===== src/sv/assert_macros.svh =====
// ----------------------------------------------------------------------------
// Assertion macros shared by the RTL.
// ----------------------------------------------------------------------------
`ifndef ASSERT_MACROS_SVH
`define ASSERT_MACROS_SVH

// Checked only while reset is released.
`define ASSERT_CLK(lbl, clk, rst_n, prop, msg) \
  lbl: assert property (@(posedge clk) disable iff (!rst_n) prop) else $error(msg);

// Checked at every edge, reset included.
`define ASSERT_ALWAYS(lbl, clk, prop, msg) \
  lbl: assert property (@(posedge clk) prop) else $error(msg);

`endif


===== src/sv/dtoi_pkg.sv =====
// ----------------------------------------------------------------------------
// dtoi_pkg
// Types and constants of the decimal text to integer converter.
// ----------------------------------------------------------------------------
package dtoi_pkg;

  typedef enum logic [1:0] {
    PH_SKIP   = 2'd0,
    PH_DIGITS = 2'd1,
    PH_DONE   = 2'd2,
    PH_UNUSED = 2'd3
  } phase_t;

  localparam int MAG_W = 35;

  localparam logic [MAG_W-1:0] CAP_POS = 35'd2147483647;
  localparam logic [MAG_W-1:0] CAP_NEG = 35'd2147483648;
  // Largest magnitude the accumulator can ever hold.
  localparam logic [MAG_W-1:0] MAG_MAX = 35'd21474836489;

  localparam logic [7:0] CH_MINUS = 8'h2D;
  localparam logic [7:0] CH_PLUS  = 8'h2B;
  localparam logic [7:0] CH_ZERO  = 8'h30;
  localparam logic [7:0] CH_NINE  = 8'h39;
  localparam logic [7:0] CH_SPACE = 8'h20;
  localparam logic [7:0] CH_TAB   = 8'h09;
  localparam logic [7:0] CH_CR    = 8'h0D;

  typedef struct packed {
    phase_t             phase;
    logic               negative;
    logic [MAG_W-1:0]   magnitude;
  } dtoi_state_t;

  localparam dtoi_state_t STATE_RESET = '{phase: PH_SKIP, negative: 1'b0, magnitude: '0};

endpackage


===== src/sv/decimal_text_to_int_saturating.sv =====
// ----------------------------------------------------------------------------
// decimal_text_to_int_saturating
// Streaming decimal text to signed 32-bit integer converter with saturation.
// ----------------------------------------------------------------------------
// One character request is taken every clock cycle when the result side keeps
// up. A character is registered on entry, the parser state is updated from it
// in the next cycle, and the character flagged last loads the saturated value
// into the output register, where the result is held until it is taken. The
// combinational state update (multiply by ten and add a digit) sets the rate
// of one character per cycle. A result waiting in the output register blocks
// only the next final character, and the input behind it while that character
// waits; other characters keep flowing.
module decimal_text_to_int_saturating (
  input  logic               clk,
  input  logic               rst_n,
  input  logic               in_valid,
  output logic               in_ready,
  input  logic [7:0]         in_ch,
  input  logic               in_last,
  output logic               out_valid,
  input  logic               out_ready,
  output logic signed [31:0] out_value
);

`include "assert_macros.svh"

  logic                  s1_valid_r;
  logic [7:0]            ch_r;
  logic                  last_r;
  dtoi_pkg::dtoi_state_t state_r;
  dtoi_pkg::dtoi_state_t state_nxt;
  logic signed [31:0]    value_nxt;
  logic                  out_valid_r;
  logic signed [31:0]    out_value_r;
  logic                  out_free;
  logic                  s1_go;

  assign out_free = !out_valid_r || out_ready;
  assign s1_go    = s1_valid_r && (!last_r || out_free);
  assign in_ready = !s1_valid_r || s1_go;

  dtoi_step u_step (
    .ch        (ch_r),
    .state     (state_r),
    .state_nxt (state_nxt),
    .value     (value_nxt)
  );

  always_ff @(posedge clk) begin
    if (!rst_n) begin
      s1_valid_r <= 1'b0;
    end else if (in_ready) begin
      s1_valid_r <= in_valid;
    end
  end

  always_ff @(posedge clk) begin
    if (in_valid && in_ready) begin
      ch_r   <= in_ch;
      last_r <= in_last;
    end
  end

  always_ff @(posedge clk) begin
    if (!rst_n) begin
      state_r <= dtoi_pkg::STATE_RESET;
    end else if (s1_go) begin
      state_r <= last_r ? dtoi_pkg::STATE_RESET : state_nxt;
    end
  end

  always_ff @(posedge clk) begin
    if (!rst_n) begin
      out_valid_r <= 1'b0;
    end else if (s1_go && last_r) begin
      out_valid_r <= 1'b1;
    end else if (out_ready) begin
      out_valid_r <= 1'b0;
    end
  end

  always_ff @(posedge clk) begin
    if (s1_go && last_r) begin
      out_value_r <= value_nxt;
    end
  end

  assign out_valid = out_valid_r;
  assign out_value = out_value_r;

  `ASSERT_ALWAYS(a_reset_clears_out, clk, !rst_n |=> !out_valid_r, "result valid after reset")
  `ASSERT_CLK(a_last_makes_result, clk, rst_n, (s1_go && last_r) |=> out_valid_r, "final character produced no result")
  `ASSERT_CLK(a_stall_only_when_held, clk, rst_n, !in_ready |-> (s1_valid_r && last_r && out_valid_r), "input stalled without cause")
  `ASSERT_CLK(a_mag_bounded, clk, rst_n, state_r.magnitude <= dtoi_pkg::MAG_MAX, "magnitude beyond its bound")
  `ASSERT_CLK(a_state_clear_after_last, clk, rst_n, (s1_go && last_r) |=> (state_r == dtoi_pkg::STATE_RESET), "state not cleared after final character")

endmodule


===== src/sv/dtoi_step.sv =====
// ----------------------------------------------------------------------------
// dtoi_step
// Per-character update of the parser state and the saturated result that
// the updated state would give if the string ended here.
// ----------------------------------------------------------------------------
module dtoi_step (
  input  logic [7:0]           ch,
  input  dtoi_pkg::dtoi_state_t state,
  output dtoi_pkg::dtoi_state_t state_nxt,
  output logic signed [31:0]   value
);

  logic                        is_blank;
  logic                        is_digit;
  logic                        is_sign;
  logic [dtoi_pkg::MAG_W-1:0]  cap_cur;
  logic [dtoi_pkg::MAG_W-1:0]  mag_add;
  logic [dtoi_pkg::MAG_W-1:0]  cap_nxt;
  logic [dtoi_pkg::MAG_W-1:0]  mag_clamp;
  logic [31:0]                 mag_low;

  assign is_blank = (ch == dtoi_pkg::CH_SPACE) ||
                    (ch inside {[dtoi_pkg::CH_TAB:dtoi_pkg::CH_CR]});
  assign is_digit = ch inside {[dtoi_pkg::CH_ZERO:dtoi_pkg::CH_NINE]};
  assign is_sign  = (ch == dtoi_pkg::CH_MINUS) || (ch == dtoi_pkg::CH_PLUS);

  // Accumulation freezes once the magnitude is past the cap, which bounds it.
  assign cap_cur = state.negative ? dtoi_pkg::CAP_NEG : dtoi_pkg::CAP_POS;
  always_comb begin
    if (state.magnitude <= cap_cur) begin
      mag_add = (state.magnitude << 3) + (state.magnitude << 1) +
                {{(dtoi_pkg::MAG_W-4){1'b0}}, ch[3:0]};
    end else begin
      mag_add = state.magnitude;
    end
  end

  // Next phase, sign and magnitude.
  always_comb begin
    state_nxt = state;
    case (state.phase)
      dtoi_pkg::PH_SKIP: begin
        if (is_blank) begin
          state_nxt.phase = dtoi_pkg::PH_SKIP;
        end else if (is_sign) begin
          state_nxt.phase    = dtoi_pkg::PH_DIGITS;
          state_nxt.negative = (ch == dtoi_pkg::CH_MINUS);
        end else if (is_digit) begin
          state_nxt.phase     = dtoi_pkg::PH_DIGITS;
          state_nxt.magnitude = mag_add;
        end else begin
          state_nxt.phase = dtoi_pkg::PH_DONE;
        end
      end
      dtoi_pkg::PH_DIGITS: begin
        if (is_digit) begin
          state_nxt.magnitude = mag_add;
        end else begin
          state_nxt.phase = dtoi_pkg::PH_DONE;
        end
      end
      default: begin
        state_nxt = state;
      end
    endcase
  end

  // Clamp and apply the sign. The negative cap negates onto itself.
  assign cap_nxt   = state_nxt.negative ? dtoi_pkg::CAP_NEG : dtoi_pkg::CAP_POS;
  assign mag_clamp = (state_nxt.magnitude > cap_nxt) ? cap_nxt : state_nxt.magnitude;
  assign mag_low   = mag_clamp[31:0];
  assign value     = state_nxt.negative ? $signed(32'd0 - mag_low) : $signed(mag_low);

endmodule

===== config.mk =====
export PLATFORM = sky130hd
export DESIGN_NAME = decimal_text_to_int_saturating
export DESIGN_NICKNAME = d
export VERILOG_FILES = /design/src/sv/dtoi_pkg.sv /design/src/sv/decimal_text_to_int_saturating.sv /design/src/sv/dtoi_step.sv
export VERILOG_INCLUDE_DIRS = /design/src /design/src/sv
export SDC_FILE = /design/constraint.sdc
export NUM_CORES = 1
export LEC_CHECK = 0
export ABC_CLOCK_PERIOD_IN_PS = 7800
export BUFFER_PORTS_ARGS = -buffer_cell sky130_fd_sc_hd__buf_4
export CORE_ASPECT_RATIO = 0.8
export CORE_MARGIN = 5
export CORE_UTILIZATION = 30
export CTS_BUF_LIST = sky130_fd_sc_hd__clkbuf_8
export DETAILED_ROUTE_END_ITERATION = 8
export PLACE_DENSITY = 0.57
export RECOVER_POWER = 100
export SYNTH_ARGS = -nofsm -noshare
export SYNTH_HDL_FRONTEND = slang
export SYNTH_HIERARCHICAL = 1
export SYNTH_SLANG_ARGS = --single-unit

===== constraint.sdc =====
create_clock -name clk -period 7.8 [get_ports clk]
set_input_delay 0 -clock clk [delete_from_list [all_inputs] [get_ports clk]]
set_output_delay 0 -clock clk [all_outputs]
set_load 0.05 [all_outputs]

==> report_table.html <==
<table>
<tr><th>Metric</th><th>Value</th></tr>
<tr><th colspan="2">Finish</th></tr>
<tr><td>NumNets Final</td><td>1188</td></tr>
<tr><td>Fraction of layout cells with a size suffix above 1</td><td>10.5%</td></tr>
<tr><td>Antenna diodes</td><td>0</td></tr>
<tr><td>Area growth syn-to-layout</td><td>14.2%</td></tr>
<tr><td>Final std cell area, no fill</td><td>9680 sq um</td></tr>
<tr><td>Share of the core filled with cells</td><td>34.5%</td></tr>
<tr><th colspan="2">STA</th></tr>
<tr><td>Final Cycle Share</td><td>94.1%</td></tr>
<tr><td>Shortest clock period the worst path allows after layout</td><td>7.34 ns</td></tr>
<tr><td>Final setup violation count</td><td>0</td></tr>
<tr><td>Clock tree skew after final layout</td><td>between 0.01 and 0.015 ns</td></tr>
<tr><td>Hold_ws</td><td>0.351 ns</td></tr>
<tr><td>Highest clock rate</td><td>136 MHz</td></tr>
<tr><td>Least-Margin Pin Slew</td><td>about 1.6 ns</td></tr>
<tr><td>Setup_tns</td><td>0 ns</td></tr>
<tr><td>Number of pins exceeding their max-slew limit in the final report</td><td>33</td></tr>
<tr><td>Unrepaired setup endpoints after global routing</td><td>false</td></tr>
<tr><td>Worst slew margin</td><td>-4.42%</td></tr>
<tr><td>Final hold violation count</td><td>0</td></tr>
<tr><th colspan="2">Floorplanning</th></tr>
<tr><td>Die width</td><td>198 um</td></tr>
<tr><td>Number of top-level design ports</td><td>47</td></tr>
<tr><td>Die boundary height</td><td>160 um</td></tr>
<tr><td>Placement row count</td><td>55</td></tr>
<tr><td>Area of the die</td><td>31700 sq um</td></tr>
<tr><td>Placeable Area</td><td>28100 sq um</td></tr>
<tr><td>Starting utilization of the core area</td><td>30.2%</td></tr>
<tr><th colspan="2">Logic synthesis</th></tr>
<tr><td>Post-synth ARST share</td><td>0%</td></tr>
<tr><td>Top cells by area in the synthesized netlist</td><td>sky130_fd_sc_hd__ha_1, sky130_fd_sc_hd__edfxtp_1, sky130_fd_sc_hd__dfxtp_1</td></tr>
<tr><td>Warning count from the yosys run</td><td>6</td></tr>
<tr><td>Share of Yosys cell area claimed by the top area cell type</td><td>a little under a fifth</td></tr>
<tr><td>Number of synthesized flops with an enable pin</td><td>41</td></tr>
<tr><td>Sequential-to-total area share from yosys stat</td><td>24.0%</td></tr>
<tr><td>Primary FF master, synth</td><td>sky130_fd_sc_hd__edfxtp_1</td></tr>
<tr><td>Area of the mapped netlist</td><td>between 8000 and 9000 sq um</td></tr>
<tr><td>Most common cell in the synthesized netlist</td><td>sky130_fd_sc_hd__ha_1</td></tr>
<tr><td>Syn Area/Cell</td><td>between 8 and 9 sq um</td></tr>
<tr><td>Net Count, Synth</td><td>1109</td></tr>
<tr><td>Cell type with the highest aggregate area in the netlist</td><td>sky130_fd_sc_hd__ha_1</td></tr>
<tr><td>Commonest cells post-synth</td><td>sky130_fd_sc_hd__ha_1, sky130_fd_sc_hd__a21oi_1, sky130_fd_sc_hd__nand2_1, sky130_fd_sc_hd__nor2_1, sky130_fd_sc_hd__edfxtp_1</td></tr>
<tr><td>Cell variety after synth</td><td>91</td></tr>
<tr><td>#FFs+latches synth</td><td>81</td></tr>
<tr><td>Synthesized instance count</td><td>965</td></tr>
<tr><th colspan="2">Critical path</th></tr>
<tr><td>Kind of end point of the critical path</td><td>register</td></tr>
<tr><td>Signal arrival time at the worst endpoint</td><td>7.55 ns</td></tr>
<tr><td>Kind of launch point of the worst setup path</td><td>register</td></tr>
<tr><td>Highest fanout seen on the critical path</td><td>6</td></tr>
<tr><td>Setup Crit Path Kind</td><td>reg2reg</td></tr>
<tr><td>Required time at the endpoint of the critical path</td><td>8.01 ns</td></tr>
<tr><th colspan="2">Clock network</th></tr>
<tr><td>Clock-pin transition on the worst setup and hold timing paths</td><td>0.09 ns</td></tr>
<tr><td>CTS H-tree depth</td><td>3</td></tr>
<tr><td>Worst skew pair latency</td><td>0.38 ns</td></tr>
<tr><td>Clk root buf</td><td>sky130_fd_sc_hd__clkbuf_8</td></tr>
<tr><td>Clock tree from TritonCTS</td><td>yes</td></tr>
<tr><td>CTS buffer count</td><td>9</td></tr>
<tr><td>CTS sink cnt</td><td>81</td></tr>
<tr><td>Clock Tree Buf Depth</td><td>2</td></tr>
<tr><th colspan="2">GRT</th></tr>
<tr><td>Initial antenna violation count</td><td>0</td></tr>
<tr><td>Total GRT Usage</td><td>15.7%</td></tr>
<tr><td>Maximum number of pins on one net before global-route repair</td><td>40</td></tr>
<tr><td>Remaining global-route overflow</td><td>0</td></tr>
<tr><td>Via count of the first global-routing pass</td><td>between 7k and 8k</td></tr>
<tr><td>First-pass GRT wire length</td><td>approximately 40000 um</td></tr>
<tr><th colspan="2">Routing</th></tr>
<tr><td>Number of detailed-routing iterations run before antenna repair</td><td>5</td></tr>
<tr><td>Count of antenna-violating nets left after detailed routing</td><td>0</td></tr>
<tr><td>Via density per instance</td><td>5.73</td></tr>
<tr><td>Detailed-route DRC error count</td><td>0</td></tr>
<tr><td>Total Wirelength</td><td>~26000 um</td></tr>
<tr><td>Total via count in the routed design</td><td>8136</td></tr>
<tr><td>Initial detailed-routing violation count</td><td>around 700</td></tr>
<tr><td>Detailed-route wire length per cell</td><td>18.1 um</td></tr>
<tr><th colspan="2">Power</th></tr>
<tr><td>Tot Pwr</td><td>0.876 mW</td></tr>
<tr><td>Power per unit of standard cell area</td><td>about 91 nW/um^2</td></tr>
<tr><td>Leak pwr</td><td>4.53 nW</td></tr>
<tr><td>Max IR drop VDD</td><td>~0.083 mV</td></tr>
<tr><th colspan="2">Status</th></tr>
<tr><td>Result of the run</td><td>finished, violations left</td></tr>
<tr><td>Violated checks</td><td>max-capacitance violations, max-slew violations</td></tr>
<tr><th colspan="2">Place</th></tr>
<tr><td>Detailed Place HPWL</td><td>about 20000 um</td></tr>
<tr><td>IO Port Bufs</td><td>46</td></tr>
<tr><td>Placement-stage cell area</td><td>9420 sq um</td></tr>
<tr><td>Placer's final routability congestion estimate</td><td>0.909</td></tr>
<tr><th colspan="2">Worst hold path</th></tr>
<tr><td>Path class of the lowest-slack min-delay path</td><td>in2reg</td></tr>
<tr><th colspan="2">Flow run</th></tr>
<tr><td>Reported max-cap violation count</td><td>1</td></tr>
</table>
==> final timing paths <==
kind	startpoint	end	slack, ns	cells past startpoint
worst max-delay path	ch_r[3]$_DFFE_PP_	out_value[8]$_DFFE_PP_	0.46	27
worst max register to register	ch_r[3]$_DFFE_PP_	out_value[8]$_DFFE_PP_	0.46	27
worst min-delay path	in_ch[5]	ch_r[5]$_DFFE_PP_	0.35	2
worst min register to register	state_r[36]$_SDFFE_PN0P_	state_r[36]$_SDFFE_PN0P_	0.53	1
==> layout make-up <==
cell class / instances / area, sq um
inverter: 36 / 135
multi-input combinational: 809 / 6130
tap: 370 / 463
fill: 2917 / 18400
timing repair buffer: 107 / 698
clock buffer: 10 / 138
sequential: 81 / 2030
clock inverter: 6 / 83.8
==> metrics by stage <==
step,instances,setup WS (ns)
after floorplan,965,0.257
after global placement,1385,0.467
after detailed placement,1385,0.311
after CTS,1414,0.275
after global routing,1419,0.00411
final,1419,0.462
==> worst max-delay path, stage by stage (launching register included) <==
cell                       delay (ns)
sky130_fd_sc_hd__edfxtp_1        0.47
sky130_fd_sc_hd__fa_1            0.56
sky130_fd_sc_hd__fa_1            0.50
sky130_fd_sc_hd__a211oi_2        0.26
sky130_fd_sc_hd__o211ai_2        0.16
sky130_fd_sc_hd__a21oi_2         0.24
sky130_fd_sc_hd__a31oi_2         0.18
sky130_fd_sc_hd__o211a_1         0.28
sky130_fd_sc_hd__nor3_1          0.18
sky130_fd_sc_hd__xnor2_1         0.12
sky130_fd_sc_hd__mux2_2          0.35
sky130_fd_sc_hd__ha_1            0.31
sky130_fd_sc_hd__nand4_1         0.20
sky130_fd_sc_hd__nor4_4          0.38
sky130_fd_sc_hd__nand3_1         0.16
sky130_fd_sc_hd__nor4_2          0.29
sky130_fd_sc_hd__o21a_1          0.16
sky130_fd_sc_hd__nor2_1          0.09
sky130_fd_sc_hd__o41ai_4         0.46
sky130_fd_sc_hd__nor2_1          0.17
sky130_fd_sc_hd__a21oi_1         0.18
sky130_fd_sc_hd__ha_1            0.21
sky130_fd_sc_hd__inv_1           0.07
sky130_fd_sc_hd__clkbuf_1        0.21
sky130_fd_sc_hd__or4_1           0.55
sky130_fd_sc_hd__a31oi_1         0.18
sky130_fd_sc_hd__nor2_1          0.06
sky130_fd_sc_hd__a31oi_1         0.20
==> flip-flops by register name, indices dropped and copies added (netlist names) <==
name	flops
s1_valid_r	1
state_r	38
ch_r	8
out_value	32
last_r	1
out_valid	1
==> cells in the final DEF (no fill, tap or decap), types with 11 or more instances in the layout <==
cell / synthesis / routed
sky130_fd_sc_hd__nand4_1: 17 / 17
sky130_fd_sc_hd__o21ai_0: 39 / 41
sky130_fd_sc_hd__nor3_1: 31 / 31
sky130_fd_sc_hd__mux2i_1: 15 / 15
sky130_fd_sc_hd__nand3_1: 25 / 25
sky130_fd_sc_hd__a31oi_1: 14 / 14
sky130_fd_sc_hd__nor2_1: 54 / 53
sky130_fd_sc_hd__buf_4: 7 / 40
sky130_fd_sc_hd__or3_1: 19 / 19
sky130_fd_sc_hd__clkbuf_1: 10 / 41
sky130_fd_sc_hd__nand2_1: 82 / 82
sky130_fd_sc_hd__inv_1: 35 / 37
sky130_fd_sc_hd__a22o_1: 39 / 39
sky130_fd_sc_hd__clkbuf_4: 0 / 11
sky130_fd_sc_hd__dfxtp_1: 40 / 39
sky130_fd_sc_hd__a21o_1: 21 / 21
sky130_fd_sc_hd__ha_1: 129 / 129
sky130_fd_sc_hd__a21oi_1: 83 / 83
sky130_fd_sc_hd__xnor2_1: 19 / 19
sky130_fd_sc_hd__edfxtp_1: 41 / 41
sky130_fd_sc_hd__dlygate4sd3_1: 0 / 13
sky130_fd_sc_hd__a211oi_1: 12 / 12
==> power by group <==
group	internal (mW)	total, mW	switching (mW)
clock network	0.187	0.353	0.165
logic	0.0257	0.0678	0.0421
registers	0.451	0.456	0.00476
==> cells by family after synthesis <==
logic type | Yosys count | share of synthesized area (%)
AO/OA/AOI/OAI | 317 | 26.8
XOR/XNOR | 28 | 3.11
adder cells (fa/ha/maj) | 131 | 19.5
buffers and inverters | 75 | 4.29
flip-flops | 81 | 24.0
multiplexers | 30 | 3.79
AND/OR/NAND/NOR | 303 | 18.5
==> per-layer routing <==
metal	vias to the layer above	track usage (%)	share of wire (%)
met3	32	2.87	7.0
li1	3922	-	-
met5	-	0	0
met2	288	21.3	40
met4	0	4.04	1.7
met1	3894	25.1	52
==> repair_timing <==
item | in CTS | in global routing
setup buffers | 0 | 5
resized for setup | 0 | 6
hold buffers | 13 | 0
endpoints found under the setup margin | 0 | 15
hold endpoints to repair | 11 | 0
No activity file was read; power rests on OpenSTA's default activity.
